===== config.mk =====
export PLATFORM = sky130hd
export DESIGN_NAME = joystick_drive_slew_limiter_core
export DESIGN_NICKNAME = d
export VERILOG_FILES = /design/src/rtl/core/jdsl_pkg.sv /design/src/rtl/core/jdsl_cfg_regs.sv /design/src/rtl/core/jdsl_target.sv /design/src/rtl/core/jdsl_slew.sv /design/src/rtl/core/joystick_drive_slew_limiter_core.sv
export SDC_FILE = /design/constraint.sdc
export NUM_CORES = 2
export LEC_CHECK = 0
export BUFFER_PORTS_ARGS = -buffer_cell sky130_fd_sc_hd__buf_2
export CORE_UTILIZATION = 55
export CTS_CLUSTER_DIAMETER = 150
export DETAILED_ROUTE_END_ITERATION = 6
export PLACE_DENSITY = 0.72
export SYNTH_ARGS = -nofsm -noshare
export SYNTH_HDL_FRONTEND = slang
export SYNTH_SLANG_ARGS = --single-unit

===== constraint.sdc =====
create_clock -name clk -period 19 [get_ports clk]
set_input_delay 5.7 -clock clk [delete_from_list [all_inputs] [get_ports clk]]
set_output_delay 5.7 -clock clk [all_outputs]
set_load 0.01 [all_outputs]

===== src/rtl/core/jdsl_pkg.sv =====
// Shared types and constants for the joystick drive slew limiter.
package jdsl_pkg;

  localparam logic [7:0]  DT_CLAMP_MS = 8'd200;
  localparam logic [16:0] AGE_MAX     = 17'h1FFFF;
  localparam logic signed [23:0] S24_MAX = 24'sh7FFFFF;
  localparam logic signed [23:0] S24_MIN = 24'sh800000;

  localparam logic FUNC_JOY  = 1'b0;
  localparam logic FUNC_TICK = 1'b1;

  typedef enum logic [3:0] {
    REG_STEER_MAG     = 4'd0,
    REG_MAX_FWD_SPEED = 4'd1,
    REG_MAX_REV_SPEED = 4'd2,
    REG_ACCEL_RATE    = 4'd3,
    REG_STEER_RATE    = 4'd4,
    REG_STEER_THRESH  = 4'd5,
    REG_STEER_DZ      = 4'd6,
    REG_JOY_TIMEOUT   = 4'd7
  } reg_idx_t;

  typedef struct packed {
    logic signed [23:0] steer_mag;
    logic [22:0]        max_forward_speed;
    logic [22:0]        max_reverse_speed;
    logic [15:0]        accel_rate;
    logic [15:0]        steer_rate;
    logic [15:0]        steer_threshold;
    logic [15:0]        steer_deadzone;
    logic [15:0]        joy_stale_ms;
  } cfg_t;

  typedef struct packed {
    logic signed [23:0] speed;
    logic signed [23:0] steer;
  } target_t;

endpackage


===== src/rtl/core/jdsl_cfg_regs.sv =====
// Configuration register file with reset defaults.
module jdsl_cfg_regs (
  input  logic              clk,
  input  logic              rst_n,
  input  logic              wr_en,
  input  logic [3:0]        wr_index,
  input  logic [23:0]       wr_data,
  output jdsl_pkg::cfg_t    cfg
);

  jdsl_pkg::cfg_t cfg_r;
  jdsl_pkg::cfg_t cfg_nxt;

  always_comb begin
    cfg_nxt = cfg_r;
    if (wr_en) begin
      unique case (wr_index)
        jdsl_pkg::REG_STEER_MAG:     cfg_nxt.steer_mag         = wr_data;
        jdsl_pkg::REG_MAX_FWD_SPEED: cfg_nxt.max_forward_speed = wr_data[22:0];
        jdsl_pkg::REG_MAX_REV_SPEED: cfg_nxt.max_reverse_speed = wr_data[22:0];
        jdsl_pkg::REG_ACCEL_RATE:    cfg_nxt.accel_rate        = wr_data[15:0];
        jdsl_pkg::REG_STEER_RATE:    cfg_nxt.steer_rate        = wr_data[15:0];
        jdsl_pkg::REG_STEER_THRESH:  cfg_nxt.steer_threshold   = wr_data[15:0];
        jdsl_pkg::REG_STEER_DZ:      cfg_nxt.steer_deadzone    = wr_data[15:0];
        jdsl_pkg::REG_JOY_TIMEOUT:   cfg_nxt.joy_stale_ms      = wr_data[15:0];
        default: ;  // indices past the map are dropped
      endcase
    end
  end

  always_ff @(posedge clk) begin
    if (!rst_n) begin
      cfg_r.steer_mag         <= -24'sd24000;
      cfg_r.max_forward_speed <= 23'd20000;
      cfg_r.max_reverse_speed <= 23'd10000;
      cfg_r.accel_rate        <= 16'd40;
      cfg_r.steer_rate        <= 16'd40;
      cfg_r.steer_threshold   <= 16'd19661;
      cfg_r.steer_deadzone    <= 16'd1638;
      cfg_r.joy_stale_ms      <= 16'd300;
    end else begin
      cfg_r <= cfg_nxt;
    end
  end

  assign cfg = cfg_r;

endmodule


===== src/rtl/core/jdsl_target.sv =====
// Steering and speed targets from the stored joystick state.
module jdsl_target (
  input  jdsl_pkg::cfg_t      cfg,
  input  logic                joy_seen,
  input  logic [16:0]         joy_age,
  input  logic signed [15:0]  axis,
  input  logic                fwd,
  input  logic                rev,
  output jdsl_pkg::target_t   tgt
);

  logic        fresh;
  logic [16:0] mag;
  logic        in_dz;
  logic        full;
  logic        pos;
  logic signed [24:0] neg_steer;
  logic signed [23:0] steer_t;

  always_comb begin
    fresh = joy_seen && (joy_age <= {1'b0, cfg.joy_stale_ms});
    mag   = axis[15] ? (17'd0 - {axis[15], axis}) : {1'b0, axis};
    in_dz = mag < {1'b0, cfg.steer_deadzone};
    // inside the deadzone the magnitude counts as zero
    full  = in_dz ? (cfg.steer_threshold == 16'd0)
                  : (mag >= {1'b0, cfg.steer_threshold});
    pos   = !in_dz && !axis[15] && (axis != 16'sd0);

    neg_steer = 25'sd0 - {cfg.steer_mag[23], cfg.steer_mag};
    if (cfg.steer_mag == jdsl_pkg::S24_MIN) begin
      steer_t = jdsl_pkg::S24_MAX;
    end else begin
      steer_t = neg_steer[23:0];
    end

    tgt.steer = 24'sd0;
    tgt.speed = 24'sd0;
    if (fresh) begin
      if (full) begin
        tgt.steer = pos ? cfg.steer_mag : steer_t;
      end
      if (fwd && !rev) begin
        tgt.speed = {1'b0, cfg.max_forward_speed};
      end else if (rev && !fwd) begin
        tgt.speed = 24'sd0 - {1'b0, cfg.max_reverse_speed};
      end
    end
  end

endmodule


===== src/rtl/core/jdsl_slew.sv =====
// One slew limiter: moves a command toward its target by at most rate * dt, or straight to it when jump is set.
module jdsl_slew (
  input  logic signed [23:0] cur,
  input  logic signed [23:0] target,
  input  logic [15:0]        rate,
  input  logic [7:0]         dt,
  input  logic               jump,
  output logic signed [23:0] nxt
);

  logic [23:0]        step;
  logic signed [25:0] d;
  logic signed [25:0] step_s;
  logic [24:0]        up;
  logic [24:0]        dn;

  always_comb begin
    step   = {8'd0, rate} * {16'd0, dt};
    d      = {{2{target[23]}}, target} - {{2{cur[23]}}, cur};
    step_s = {2'b00, step};
    // results stay between cur and target, so 24 bits always hold them
    up     = {cur[23], cur} + {1'b0, step};
    dn     = {cur[23], cur} - {1'b0, step};
    if (jump) begin
      nxt = target;
    end else if (d > step_s) begin
      nxt = up[23:0];
    end else if (d < -step_s) begin
      nxt = dn[23:0];
    end else begin
      nxt = target;
    end
  end

endmodule


===== src/rtl/core/joystick_drive_slew_limiter_core.sv =====
// A tick word's result is registered in the command registers after the word
// leaves the input register; a joystick update word yields no result.
// Throughput: one word per cycle unless a stalled result holds a tick word
// in the input register; the input register and the command registers form the two stages.
// Reset (synchronous, rst_n low): registers return to defaults, commands
// and joystick state clear, both channels empty.
module joystick_drive_slew_limiter_core (
  input  logic               clk,
  input  logic               rst_n,

  input  logic               in_valid,
  output logic               in_stall,
  input  logic               in_func,
  input  logic signed [15:0] in_steer_axis,
  input  logic               in_fwd_button,
  input  logic               in_rev_button,
  input  logic [15:0]        in_elapsed_ms,

  output logic               out_valid,
  input  logic               out_stall,
  output logic signed [23:0] out_speed_out,
  output logic signed [23:0] out_steer_out,

  input  logic               cfg_valid,
  output logic               cfg_ready,
  input  logic [3:0]         cfg_index,
  input  logic [23:0]        cfg_data
);

  jdsl_pkg::cfg_t    cfg;
  jdsl_pkg::target_t tgt;

  // input register
  logic               s1_vld_r;
  logic               s1_func_r;
  logic signed [15:0] s1_axis_r;
  logic               s1_fwd_r;
  logic               s1_rev_r;
  logic [15:0]        s1_el_r;

  // block state; the command registers double as the result word
  logic               joy_seen_r;
  logic [16:0]        joy_age_r;
  logic signed [15:0] axis_r;
  logic               fwd_r;
  logic               rev_r;
  logic signed [23:0] speed_cmd_r;
  logic signed [23:0] steer_cmd_r;
  logic               out_vld_r;

  logic               out_free;
  logic               s1_go;
  logic               in_acc;
  logic               tick_go;
  logic               joy_go;
  logic [17:0]        age_sum;
  logic [16:0]        age_nxt;
  logic [7:0]         dt;
  logic signed [23:0] speed_nxt;
  logic signed [23:0] steer_nxt;

  assign cfg_ready = 1'b1;

  jdsl_cfg_regs u_cfg (
    .clk      (clk),
    .rst_n    (rst_n),
    .wr_en    (cfg_valid && cfg_ready),
    .wr_index (cfg_index),
    .wr_data  (cfg_data),
    .cfg      (cfg)
  );

  assign out_free = !out_vld_r || !out_stall;
  assign s1_go    = s1_vld_r && ((s1_func_r == jdsl_pkg::FUNC_JOY) || out_free);
  assign in_stall = s1_vld_r && !s1_go;
  assign in_acc   = in_valid && !in_stall;
  assign tick_go  = s1_go && (s1_func_r == jdsl_pkg::FUNC_TICK);
  assign joy_go   = s1_go && (s1_func_r == jdsl_pkg::FUNC_JOY);

  always_comb begin
    age_sum = {1'b0, joy_age_r} + {2'b00, s1_el_r};
    age_nxt = age_sum[17] ? jdsl_pkg::AGE_MAX : age_sum[16:0];
    dt      = (s1_el_r > {8'd0, jdsl_pkg::DT_CLAMP_MS}) ? jdsl_pkg::DT_CLAMP_MS
                                                       : s1_el_r[7:0];
  end

  jdsl_target u_target (
    .cfg      (cfg),
    .joy_seen (joy_seen_r),
    .joy_age  (age_nxt),
    .axis     (axis_r),
    .fwd      (fwd_r),
    .rev      (rev_r),
    .tgt      (tgt)
  );

  jdsl_slew u_speed_slew (
    .cur    (speed_cmd_r),
    .target (tgt.speed),
    .rate   (cfg.accel_rate),
    .dt     (dt),
    .jump   (1'b0),
    .nxt    (speed_nxt)
  );

  jdsl_slew u_steer_slew (
    .cur    (steer_cmd_r),
    .target (tgt.steer),
    .rate   (cfg.steer_rate),
    .dt     (dt),
    .jump   (cfg.steer_rate == 16'd0),
    .nxt    (steer_nxt)
  );

  // input register payload
  always_ff @(posedge clk) begin
    if (in_acc) begin
      s1_func_r <= in_func;
      s1_axis_r <= in_steer_axis;
      s1_fwd_r  <= in_fwd_button;
      s1_rev_r  <= in_rev_button;
      s1_el_r   <= in_elapsed_ms;
    end
  end

  always_ff @(posedge clk) begin
    if (!rst_n) begin
      s1_vld_r    <= 1'b0;
      out_vld_r   <= 1'b0;
      joy_seen_r  <= 1'b0;
      joy_age_r   <= 17'd0;
      axis_r      <= 16'sd0;
      fwd_r       <= 1'b0;
      rev_r       <= 1'b0;
      speed_cmd_r <= 24'sd0;
      steer_cmd_r <= 24'sd0;
    end else begin
      if (in_acc) begin
        s1_vld_r <= 1'b1;
      end else if (s1_go) begin
        s1_vld_r <= 1'b0;
      end

      if (tick_go) begin
        out_vld_r <= 1'b1;
      end else if (!out_stall) begin
        out_vld_r <= 1'b0;
      end

      if (joy_go) begin
        joy_seen_r <= 1'b1;
        joy_age_r  <= 17'd0;
        axis_r     <= s1_axis_r;
        fwd_r      <= s1_fwd_r;
        rev_r      <= s1_rev_r;
      end

      if (tick_go) begin
        joy_age_r   <= age_nxt;
        speed_cmd_r <= speed_nxt;
        steer_cmd_r <= steer_nxt;
      end
    end
  end

  assign out_valid     = out_vld_r;
  assign out_speed_out = speed_cmd_r;
  assign out_steer_out = steer_cmd_r;

endmodule

==> flow_results.org <==
** Timing
- Final count of negative-setup-slack endpoints :: 0
- Based on the critical path, the design can be clocked at up to 0.08101 GHz.
- Relative max-transition margin :: 18.32%
- Number of pins with negative max-slew slack in the final report :: 0
- Setup repair after global routing missed its margin :: no
- Sum of negative setup slack :: 0 ps
- Hold WS :: 452.5 ps
- Slew at the pin closest to its max-slew limit :: 1224 ps
- The worst path needs 12340 ps of the cycle, external delays included.
- The count of final hold-check violations came to 0.
- Final worst-path cycle share :: 64.97%
- Clock Skew :: 19.35 ps

** Routing
- Post-DRT Antenna Nets :: 0
- The final layout contains routed wiring with a total length of 94110 um.
- Count of routing violations after the opening detailed-route iteration :: 2563
- DRT Pass-1 Iters :: 5
- Remaining routing DRC violations :: 0
- The routed layout has 29390 vias.
- Dividing the detail-routed via count by the number of cells gives 6.060.
- Dividing the detail-routed wire length by the instance count gives 19.41 um.

** Yosys
- Most area-hungry cell type in the Yosys netlist :: sky130_fd_sc_hd__ha_1
- Each instance of the synthesized netlist takes up on average 7.766 um^2.
- Sequential share of the synthesized area :: 18.29%
- In this run, synthesis inferred 35 flip-flops with an integrated enable.
- Fraction of post-synthesis cell area in the top cell type by area :: 15.53%
- Post-Synthesis Net Count :: 4702
- Post-Synthesis Cell Area :: 0.03158 mm^2
- The synthesized netlist contains 91 unique library cells.
- In this run, synthesis produced a sequential element count of 271.
- Sorting the synthesized cells by area gives the leading types as sky130_fd_sc_hd__ha_1 16%, sky130_fd_sc_hd__dfxtp_1 15%, sky130_fd_sc_hd__fa_1 11%.
- Synthesis produced a netlist whose cell count is 4067.
- Most instantiated flip-flop cell in the synthesis netlist :: sky130_fd_sc_hd__dfxtp_1
- Share of synthesized registers carrying an async set or reset :: 0%
- Yosys warning count :: 0

** Critical path
- In this run the worst path has a maximum fanout of 30.
- STA classifies the critical path endpoint as a flop.
- The largest single stage delay on the critical path is 970 ps.
- Most frequent cell on the critical path :: sky130_fd_sc_hd__a21oi_1
- Buffering stage count on the worst path with inverters included :: 3
- For flop-to-flop paths, the worst setup slack is 6660 ps.
- Worst reg2reg path depth :: 45
- The critical path is of the reg -> reg type.
- Startpoint Class :: flop
- The worst register-to-register path begins at s1_el_r[1].
- Master of the slowest instance on the critical path :: sky130_fd_sc_hd__nor2_2
- Data arrival time of the critical path :: 12740 ps
- The most critical setup path has its endpoint at out_steer_out[3].
- Endpoint of the worst-slack reg-to-reg timing path :: out_steer_out[3]
- The critical path runs through a total of 45 cells.
- Data required, critical path :: 19400 ps
- In this run the worst setup path begins at s1_el_r[1].
- Broken down by cell family, the worst path's largest delay share belongs to compound AO/OA/AOI/OAI gates.

** Clock tree
- Buffers inserted to repair hold after CTS numbered 0.
- TritonCTS clock tree :: done
- At the later pin of the worst-skew pair, clock insertion delay measures 570 ps.
- After clock tree synthesis, the clock-pin slew on the worst setup and hold paths is 60 ps.
- CTS placed an instance of sky130_fd_sc_hd__clkbuf_16 at the clock tree root.
- The number of clock buffers added by TritonCTS is 36.
- The number of gates resized after CTS was 0.
- Count of clock tree sinks :: 271
- The clock passes through at most 3 buffers.
- Once the clock tree was built, the setup fixing pass inserted 0 buffers.
- In this run the number of H-tree levels came out at 2.

** Cells and area
- Post-layout instance area :: 0.03390 mm^2
- Once layout is complete, the utilization of the core stands at 59.89%.
- Layout fillers :: 5270
- Net count, final :: 4701
- Relative to the synthesized area, the layout overhead comes to 7.325%.
- Summing all flip-flop and latch instances after layout gives 0.005776 mm^2.
- Layout cell share with drive strength beyond 1 :: 6.450%
- In the final layout, the multi-input gates occupy 0.02350 mm^2.
- 0 antenna diodes ended up in the layout.

** Floorplan
- After floorplanning, the core was sized to cover 0.05660 mm^2.
- Die height :: 241.6 um
- The initial utilization of the core area, before any placement, comes to 55.80%.
- Pin placement for this block handled 119 I/O pins.
- Rows :: 87
- Overall die width :: 241.6 um
- The die covers 0.05839 mm^2.

** Global routing
- The number of antenna violations at the first check in global routing came to 0.
- Entering global routing, the biggest net connects 104 pins.
- Total routing usage reported by global routing :: 31.46%
- Number of global-route vias before repair :: 27360
- Aggregate global routing overflow :: 0
- Wire length of the first global-routing pass :: 148500 um

** Placement
- The congestion estimate from routability-driven global placement came to 0.9716.
- Summing all placed instances gives a cell area of 0.03263 mm^2.
- After legalization and detailed placement, the total HPWL measured 72040 um.
- Number of port buffers :: 117

** Power
- Total power consumption of the routed design :: 5.532 mW
- Power per unit of standard cell area :: 163.2 mW/mm^2
- The analysis attributes to cell leakage a power of 15.93 nW.
- VDD sags by at most 0.2119 mV.

** Min path
- In this run the worst hold path is classified as reg -> reg.

** Status
- Result of the run :: complete, no violations

** Job
- Across the run, the number of max-cap violations was 0.
[cell usage after synthesis (24+ instances only)]
master / count
sky130_fd_sc_hd__and2_1: 101
sky130_fd_sc_hd__nand4_1: 31
sky130_fd_sc_hd__inv_1: 426
sky130_fd_sc_hd__o211ai_1: 30
sky130_fd_sc_hd__a21o_1: 79
sky130_fd_sc_hd__fa_1: 175
sky130_fd_sc_hd__nor3_1: 66
sky130_fd_sc_hd__ha_1: 392
sky130_fd_sc_hd__a21oi_1: 367
sky130_fd_sc_hd__nand3_1: 78
sky130_fd_sc_hd__and3_1: 145
sky130_fd_sc_hd__or3_1: 32
sky130_fd_sc_hd__a211oi_1: 37
sky130_fd_sc_hd__nor4_1: 37
sky130_fd_sc_hd__dfxtp_1: 236
sky130_fd_sc_hd__xor2_1: 37
sky130_fd_sc_hd__xnor2_1: 136
sky130_fd_sc_hd__o21ai_0: 142
sky130_fd_sc_hd__nor2b_1: 34
sky130_fd_sc_hd__o21bai_1: 38
sky130_fd_sc_hd__clkbuf_1: 149
sky130_fd_sc_hd__a22oi_1: 24
sky130_fd_sc_hd__nand2_1: 556
sky130_fd_sc_hd__nor2_1: 227
sky130_fd_sc_hd__edfxtp_1: 35
sky130_fd_sc_hd__o21a_1: 43
sky130_fd_sc_hd__a31oi_1: 31
sky130_fd_sc_hd__nand2b_1: 45
[final cells by class]
type | count | area share, %
multi-input cells | 3184 | 69.32
flip-flops and latches | 271 | 17.04
inverters | 427 | 4.736
clock buffers | 51 | 3.189
well taps | 756 | 2.790
repair buffers | 146 | 2.370
clock inverters | 14 | 0.5574
[how the worst min path moves through the flow]
stage / start / end / cells after the start
6_report: u_cfg.cfg[19] / u_cfg.cfg[19] / 2
5_1_grt: u_cfg.cfg[104] / u_cfg.cfg[104] / 2
4_1_cts: u_cfg.cfg[16] / u_cfg.cfg[16] / 2
3_5_place_dp: u_cfg.cfg[16] / u_cfg.cfg[16] / 2
3_3_place_gp: u_cfg.cfg[19] / u_cfg.cfg[19] / 2
2_1_floorplan: joy_age_r[8] / joy_age_r[8] / 2
[kinds of logic after synthesis]
logic type | after synthesis | synth area share [%]
compound gates | 1004 | 20.56
other cells | 1 | 0.01187
xor+xnor | 173 | 4.797
mux | 17 | 0.5625
buf+inv | 612 | 7.491
fa+ha+maj | 568 | 26.65
flops | 271 | 18.29
simple gates | 1421 | 21.64
[cells in the final DEF, fill, tap and decap left out, types with 10 or more instances in the layout]
| cell type | netlist | layout |
|---|---|---|
| sky130_fd_sc_hd__and3_1 | 145 | 145 |
| sky130_fd_sc_hd__buf_2 | 10 | 117 |
| sky130_fd_sc_hd__nand3_1 | 78 | 78 |
| sky130_fd_sc_hd__nand2_1 | 556 | 556 |
| sky130_fd_sc_hd__xor2_1 | 37 | 37 |
| sky130_fd_sc_hd__nor2_1 | 227 | 224 |
| sky130_fd_sc_hd__a211oi_1 | 37 | 37 |
| sky130_fd_sc_hd__mux2i_1 | 11 | 11 |
| sky130_fd_sc_hd__fa_1 | 175 | 175 |
| sky130_fd_sc_hd__nor3_1 | 66 | 66 |
| sky130_fd_sc_hd__a221o_1 | 10 | 10 |
| sky130_fd_sc_hd__a21o_1 | 79 | 79 |
| sky130_fd_sc_hd__nor2b_1 | 34 | 33 |
| sky130_fd_sc_hd__or3_1 | 32 | 32 |
| sky130_fd_sc_hd__or4_1 | 11 | 11 |
| sky130_fd_sc_hd__nor4_1 | 37 | 37 |
| sky130_fd_sc_hd__a32o_1 | 12 | 12 |
| sky130_fd_sc_hd__o31ai_1 | 18 | 18 |
| sky130_fd_sc_hd__a22oi_1 | 24 | 24 |
| sky130_fd_sc_hd__o21ai_0 | 142 | 142 |
| sky130_fd_sc_hd__and2_1 | 101 | 101 |
| sky130_fd_sc_hd__o31a_1 | 11 | 11 |
| sky130_fd_sc_hd__dfxtp_1 | 236 | 236 |
| sky130_fd_sc_hd__a31oi_1 | 31 | 30 |
| sky130_fd_sc_hd__a311oi_1 | 16 | 16 |
| sky130_fd_sc_hd__ha_1 | 392 | 392 |
| sky130_fd_sc_hd__o211ai_1 | 30 | 30 |
| sky130_fd_sc_hd__o21a_1 | 43 | 43 |
| sky130_fd_sc_hd__a211o_1 | 18 | 18 |
| sky130_fd_sc_hd__clkbuf_16 | 0 | 39 |
| sky130_fd_sc_hd__a21oi_1 | 367 | 367 |
| sky130_fd_sc_hd__inv_1 | 426 | 426 |
| sky130_fd_sc_hd__nand2b_1 | 45 | 45 |
| sky130_fd_sc_hd__xnor2_1 | 136 | 136 |
| sky130_fd_sc_hd__edfxtp_1 | 35 | 35 |
| sky130_fd_sc_hd__or2_2 | 20 | 20 |
| sky130_fd_sc_hd__buf_4 | 12 | 29 |
| sky130_fd_sc_hd__nand4_1 | 31 | 31 |
| sky130_fd_sc_hd__o21bai_1 | 38 | 38 |
[per-stage QoR]
stage          std cells  setup WS [ps]
6_report            4849           6656
3_5_place_dp        4784           6824
5_1_grt             4849           6034
3_3_place_gp        4784           6844
2_1_floorplan       4067           7154
4_1_cts             4849           6820
[state kept, by name, summed over array words and instances, names as in the netlist]
| register | cells |
|---|---|
| u_cfg.cfg | 150 |
| out_speed_out | 24 |
| out_steer_out | 24 |
| joy_age_r | 17 |
| axis_r | 16 |
| s1_axis_r | 16 |
| s1_el_r | 16 |
| fwd_r | 1 |
| joy_seen_r | 1 |
| out_valid | 1 |
| rev_r | 1 |
| s1_func_r | 1 |
| s1_fwd_r | 1 |
| s1_rev_r | 1 |
| s1_vld_r | 1 |
[worst register-to-register path, delay by kind of cell, from the launching register on]
family                     cells  cell delay (ps)
AOI/OAI and AO/OA             25             6680
xor gates and xnor gates       1              120
adders and majority gates      4             1380
buffers and inverters          3              690
DFF                            1              350
and+or+nand+nor               12             2970
[report_power, final]
part	switching (mW)	total, mW	leakage, nW	internal [mW]
Clock	0.291	0.732	0.620	0.441
Combinational	2.48	4.09	13.1	1.62
Sequential	0.0763	0.708	2.25	0.632
[layer usage]
layer | track usage (%) | wire length, um | vias to the layer above | part of all wire, %
li1 | - | - | 14120 | -
met1 | 43.23 | 41010 | 13970 | 44
met2 | 49.86 | 41540 | 1130 | 44
met3 | 6.071 | 8708 | 172 | 9.3
met4 | 9.367 | 2846 | 0 | 3.0
met5 | 0 | 0 | - | 0
No activity file was read; power rests on OpenSTA's default activity.
